**src/design/scp_pkg.sv**
```systemverilog
`timescale 1ns / 1ps
`default_nettype none

package scp_pkg;

    localparam int COORD_WIDTH_DEF = 32;
    localparam int T_FRAC_BITS_DEF = 24;

    // outcome of clamping the projection parameter
    typedef enum logic [1:0] {
        REGION_START    = 2'd0,
        REGION_INTERIOR = 2'd1,
        REGION_END      = 2'd2
    } region_t;

    // cycles from accepted start to done strobe
    function automatic int scp_latency(input int coord_width, input int t_frac_bits);
        return t_frac_bits + coord_width + 12;
    endfunction

endpackage

`default_nettype wire

```
**src/design/scp_interp.sv**
```systemverilog
`timescale 1ns / 1ps
`default_nettype none

module scp_interp #(
    parameter int COORD_WIDTH = 32,
    parameter int T_FRAC_BITS = 24
) (
    input  wire                             clk,
    input  wire                             rst_n,
    input  wire                             in_valid,
    input  wire  [T_FRAC_BITS-1:0]          in_t,
    input  scp_pkg::region_t                in_region,
    input  wire                             in_degen,
    input  wire  signed [COORD_WIDTH-1:0]   in_sx,
    input  wire  signed [COORD_WIDTH-1:0]   in_sy,
    input  wire  signed [COORD_WIDTH:0]     in_dx,
    input  wire  signed [COORD_WIDTH:0]     in_dy,
    input  wire  signed [COORD_WIDTH-1:0]   in_qx,
    input  wire  signed [COORD_WIDTH-1:0]   in_qy,
    output logic                            out_valid,
    output scp_pkg::region_t                out_region,
    output logic                            out_degen,
    output logic signed [COORD_WIDTH-1:0]   out_cx,
    output logic signed [COORD_WIDTH-1:0]   out_cy,
    output logic signed [COORD_WIDTH-1:0]   out_qx,
    output logic signed [COORD_WIDTH-1:0]   out_qy
);
    import scp_pkg::*;

    localparam int W  = COORD_WIDTH;
    localparam int DW = W + 1;
    localparam int MW = T_FRAC_BITS + DW;

    logic [DW-1:0] ax, ay;
    assign ax = in_dx[DW-1] ? DW'(-in_dx) : DW'(in_dx);
    assign ay = in_dy[DW-1] ? DW'(-in_dy) : DW'(in_dy);

    // stage 1: t times |d|
    logic            v1_reg;
    region_t         region1_reg;
    logic            degen1_reg, nx1_reg, ny1_reg;
    logic [W-1:0]    sx1_reg, sy1_reg, ex1_reg, ey1_reg, qx1_reg, qy1_reg;
    logic [MW-1:0]   mx1_reg, my1_reg;
    // stage 2: round, apply sign, select by region
    logic            v2_reg;

    logic [MW-1:0]   rx, ry;
    logic [W-1:0]    cx_next, cy_next;
    logic [W-1:0]    ix, iy;

    // round half away from zero on the magnitude
    assign rx = mx1_reg + (MW'(1) << (T_FRAC_BITS - 1));
    assign ry = my1_reg + (MW'(1) << (T_FRAC_BITS - 1));
    assign ix = nx1_reg ? sx1_reg - rx[T_FRAC_BITS +: W] : sx1_reg + rx[T_FRAC_BITS +: W];
    assign iy = ny1_reg ? sy1_reg - ry[T_FRAC_BITS +: W] : sy1_reg + ry[T_FRAC_BITS +: W];

    always_comb
    begin
        unique case (region1_reg)
            REGION_INTERIOR:
            begin
                cx_next = ix;
                cy_next = iy;
            end
            REGION_END:
            begin
                cx_next = ex1_reg;
                cy_next = ey1_reg;
            end
            default:
            begin
                cx_next = sx1_reg;
                cy_next = sy1_reg;
            end
        endcase
    end

    always_ff @(posedge clk or negedge rst_n)
    begin
        if (!rst_n)
        begin
            v1_reg <= 1'b0;
            v2_reg <= 1'b0;
        end
        else
        begin
            v1_reg <= in_valid;
            v2_reg <= v1_reg;
        end
    end

    always_ff @(posedge clk)
    begin
        region1_reg <= in_region;
        degen1_reg  <= in_degen;
        nx1_reg     <= in_dx[DW-1];
        ny1_reg     <= in_dy[DW-1];
        sx1_reg     <= in_sx;
        sy1_reg     <= in_sy;
        ex1_reg     <= in_sx + in_dx[W-1:0];
        ey1_reg     <= in_sy + in_dy[W-1:0];
        qx1_reg     <= in_qx;
        qy1_reg     <= in_qy;
        mx1_reg     <= MW'(in_t) * MW'(ax);
        my1_reg     <= MW'(in_t) * MW'(ay);

        out_region  <= region1_reg;
        out_degen   <= degen1_reg;
        out_cx      <= cx_next;
        out_cy      <= cy_next;
        out_qx      <= qx1_reg;
        out_qy      <= qy1_reg;
    end

    assign out_valid = v2_reg;

endmodule

`default_nettype wire

```
**config.mk**
```make
export PLATFORM = sky130hd
export DESIGN_NAME = scp_interp
export DESIGN_NICKNAME = d
export VERILOG_FILES = /design/src/design/scp_pkg.sv /design/src/design/scp_interp.sv
export SDC_FILE = /design/constraint.sdc
export NUM_CORES = 2
export LEC_CHECK = 0
export BUFFER_PORTS_ARGS = -buffer_cell sky130_fd_sc_hd__buf_2
export CAP_MARGIN = 20
export CORE_MARGIN = 2
export CORE_UTILIZATION = 40
export CTS_BUF_LIST = sky130_fd_sc_hd__clkbuf_8
export DETAILED_ROUTE_END_ITERATION = 8
export PLACE_DENSITY = 0.54
export SLEW_MARGIN = 10
export SYNTH_ARGS = -nofsm -noshare
export SYNTH_HDL_FRONTEND = slang
export SYNTH_SLANG_ARGS = --single-unit
```
**constraint.sdc**
```tcl
create_clock -name clk -period 5.7 [get_ports clk]
set_input_delay 0.285 -clock clk [delete_from_list [all_inputs] [get_ports clk]]
set_output_delay 0.285 -clock clk [all_outputs]
set_load 0.005 [all_outputs]
```
**Word level (Yosys, flattened, before mapping)**

Index checks and enable logic that the tools add are counted.

- Bits in registers: 442
- Output and inout port bits: 132
- Input bits: 224
- Word-level logic and storage cells: 40

- $mul: 2
- Mux-type cells: 6
- Equal/unequal tests: 2
- Add/sub/neg operators: 10

Operators with widths:

| operator | number |
|---|---|
| adder 32 bit | 4 |
| case mux 32 bit (2 select lines) | 2 |
| adder 56 x 24 -> 56 bit (second input constant) | 2 |
| multiplier 24 x 33 -> 56 bit | 2 |
| 2-to-1 mux 33 bit | 2 |
| negator 33 bit | 2 |
| 2-to-1 mux 32 bit | 2 |
| subtractor 32 bit | 2 |
| equality test 2 x 1 -> 1 bit (second input constant) | 1 |
| equality test 2 bit (second input constant) | 1 |

**Logic depth before layout (Yosys ltp)**

- Word-level depth: 4
- Gate-level depth with buffers: 36

**Least setup slack after synthesis**

No wires, ideal clock.

- Path type: input to register
- Start point: input port in_dx[8]
- End point: register mx1_reg[50]
- Data required time: 5,569 ps
- Setup time: 131 ps
- Data arrival time: 8,998 ps
- Stages on the path: 33
- Slack: -3,429 ps
- Path through: or4_1 -> or3_1 -> or3_1 -> or3_1 -> or4_1 -> or4_1 -> o21ai_1 -> xnor2_1 -> clkbuf_1 -> nand2_1 -> fa_1 -> inv_1 -> fa_1 -> inv_1 -> fa_1 -> fa_1 -> inv_1 -> fa_1 -> fa_1 -> inv_1 -> fa_1 -> inv_1 -> ha_1 -> a21o_1 -> a21o_1 -> a21o_1 -> nor3b_1 -> o21ai_0 -> o211ai_1 -> nand2_1 -> a31oi_1 -> o31ai_1 -> xor2_1

- Longest elaborated chain between the ends: 3

RTL lines:

| item | line | text |
|---|---|---|
| from (decl) | scp_interp.sv:16 | `input wire signed [COORD_WIDTH:0] in_dx,` |
| negator 33 bit | scp_interp.sv:35 | `assign ax = in_dx[DW-1] ? DW'(-in_dx) : DW'(in_dx);` |
| 2-to-1 mux 33 bit (*) | scp_interp.sv:35 |  |
| multiplier 24 x 33 -> 56 bit (*) | scp_interp.sv:104 | `mx1_reg <= MW'(in_t) * MW'(ax);` |
| to (signal assigned) | scp_interp.sv:104 |  |
| to (decl) | scp_interp.sv:43 | `logic [MW-1:0] mx1_reg, my1_reg;` |

Mark *: on every way between the ends. The rest lies on a longest branch, timed or not.

**Final worst setup path**

Ends and elaborated chain as after synthesis.

==> flow_metrics.py <==
metrics = {
    "cells_and_area": {
        "area_delta_synth_final_pct": 23.9,
        "final_cell_mix": "inv_1 (1505), fa_1 (1319), nand2_1 (968)",
        "drive_gt1_share_pct": 20.2,
        "final_common_cell": "inv_1",
        "finish.net_count": 10700,
    },
    "sta": {
        "hold_ws_ps": 79.8,
        "finalClockSkew_ps": 44.0,
        "rsz0062_at_grt": "true",
        "max_slew.worst_pin.slew_ps": 1030,
        "period_minus_slack_ps": 8600,
        "fin_crit_sh_pct": 151,
        "setup_slack_ps": -2900,
        "hold_violations": 0,
        "clock.fmax_ghz": 0.116,
        "setup_viol": 66,
        "relSlewSlack_pct": 30.8,
        "drv_slew": 0,
    },
    "synth": {
        "syn-cell-area_sq_um": 68300,
        "synth_ff_type": "dfxtp_1",
        "yosysUniqueCellTypes": 79,
        "async_flop_share_pct": 0.505,
        "synth_seq_area_share_pct": 11.6,
        "netlist_instances": 7613,
        "synth_enable_flop_cells": 0,
        "ys_warn_count": 0,
        "synth_top_area_share_pct": 39.9,
        "ys_top_cells_by_area": "fa_1 (40%), dfxtp_1 (12%), ha_1 (8.8%), inv_1 (8.4%), and2_1 (6.9%)",
        "syn_area_per_cell_sq_um": 8.97,
        "synth_seq_cells": 396,
        "synth_top_area_cell": "fa_1",
        "syn_nets": 9677,
    },
    "worst_setup_path": {
        "path_class": "in2reg",
        "end_kind": "flip-flop",
        "cp.required_ps": 6280,
        "worst_path_most_repeated_cell": "fa_1",
        "cp_slowest_cell": "or4_4",
        "crit_fanout": 5,
        "cp-start-kind": "input port",
        "arrival_ps": 9190,
        "critPathMaxStageDelay_ps": 530,
    },
    "grt": {
        "grt_pass1_vias": 58300,
        "grt-ovfl-total": 0,
        "antenna_found_initial": 16,
        "track_usage_pct": 25.2,
        "grt_max_degree": 61,
        "grt_pass1_wl_microns": 341000,
    },
    "floorplanning": {
        "initial_core_util_pct": 40.3,
        "ios": 356,
        "die_area_sq_um": 174000,
        "die_h_microns": 417,
        "coreArea_sq_um": 169000,
        "rows": 151,
        "die_x_microns": 417,
    },
    "status": {
        "violations": "DRC, setup timing",
        "status": "finished, violations left",
    },
    "clock_tree": {
        "clock-sinks": 396,
        "clk_latency_ps": 730,
        "cts_tree": "yes",
        "cts_buffers": 66,
        "clk_pin_slew_ps": 60,
        "cts-root-buf": "clkbuf_8",
        "clock_path_buffers": 3,
        "htree_levels": 3,
    },
    "detailed_routing": {
        "drtPass1Iterations": 9,
        "num_vias": 55000,
        "route.detailed.drc": 2,
        "antenna_left": 0,
        "via_per_inst": 5.02,
        "drt-total-wl_microns": 216000,
        "wire_per_inst_microns": 19.8,
        "drt_iter0_drc": 3179,
    },
    "place": {
        "io_buffers": 355,
        "place_congestion": 0.917,
        "hpwl_microns": 183000,
    },
    "run": {
        "max_cap_violations": 0,
    },
    "min_path": {
        "hp-class": "in2reg",
    },
}
[metrics by stage]
stage                     area (sq um)  setup slack (ps)  utilization [%]  TNS [ps]  std cells
after global placement           79600             -4020             47.0   -212520      10600
after detailed placement         79600             -4030             47.0   -215760      10600
final                            84700             -2900             50.0   -153590      10900
after floorplan                  69400             -3250                -   -162150       7613
after global routing             84700             -3130             50.0   -166840      10900
after CTS                        84100             -2810             49.6   -146970      10900
[timing repair]
item                                    in CTS  in global routing
resized for setup                          224                138
endpoints found under the setup margin      66                 72
pin swaps                                  120                119
setup buffers                               53                 22
hold buffers                               135                  0
gates cloned                                 4                  0
hold endpoints to repair                   170                  0
[layer usage]
layer | GRT usage (%) | routed length (microns)
met1 | 35.2 | 97600
met2 | 41.2 | 101000
met3 | 2.66 | 10800
met4 | 7.73 | 6610
met5 | 0 | 76
[critical path, delay by kind of cell]
family	cells	cell delay, ps
compound gates	8	1440
xor+xnor	2	320
fa+ha+maj	8	3510
simple gates	9	3170
buf+inv	6	450
[cell type report]
type,instances,area [sq um]
Inverter,1532,5750
Clock inverter,40,383
Clock buffer,76,1050
Sequential cell,396,7940
Multi-Input combinational cell,5315,55900
Fill cell,16000,84800
Antenna cell,8,20.0
Tap cell,2218,2780
Timing Repair Buffer,1353,10800
[synth_stat cells (26+ instances only)]
| library cell | count |
|---|---|
| xnor2_1 | 233 |
| xor2_1 | 136 |
| nand3_1 | 74 |
| a221oi_1 | 26 |
| and2_1 | 757 |
| nor2b_1 | 43 |
| ha_1 | 480 |
| nand4_1 | 36 |
| a21oi_1 | 209 |
| a22oi_1 | 27 |
| clkbuf_1 | 365 |
| a31oi_1 | 39 |
| nand2b_1 | 31 |
| inv_1 | 1532 |
| o21ai_0 | 154 |
| dfxtp_1 | 394 |
| a21o_1 | 97 |
| nand2_1 | 999 |
| and3_1 | 46 |
| fa_1 | 1360 |
| nor3_1 | 60 |
| nor2_1 | 152 |
| o21a_1 | 38 |
[worst paths after layout]
check	start	end	slack [ps]	depth (start not counted)
max	in_dx[8]	mx1_reg[50]	-2900	33
min	in_dx[3]	ex1_reg[3]	80	4
max reg2reg	my1_reg[24]	out_cy[27]	320	21
min reg2reg	qx1_reg[19]	out_qx[19]	300	0
max in group asynchronous	rst_n	v1_reg	5130	3
min in group asynchronous	rst_n	out_valid	430	3
[cells by family after synthesis]
| kind of cell | after synthesis | synth area share, % |
|---|---|---|
| compound gates | 787 | 7.54 |
| fa+ha+maj | 1840 | 48.7 |
| buf+inv | 1903 | 10.5 |
| simple gates | 2310 | 16.9 |
| mux | 7 | 0.106 |
| xor+xnor | 370 | 4.76 |
| flops | 396 | 11.6 |
Power is left out: the tool's default activity adds up to more than one toggle a clock period on the data nets, which glitch-free logic cannot reach.
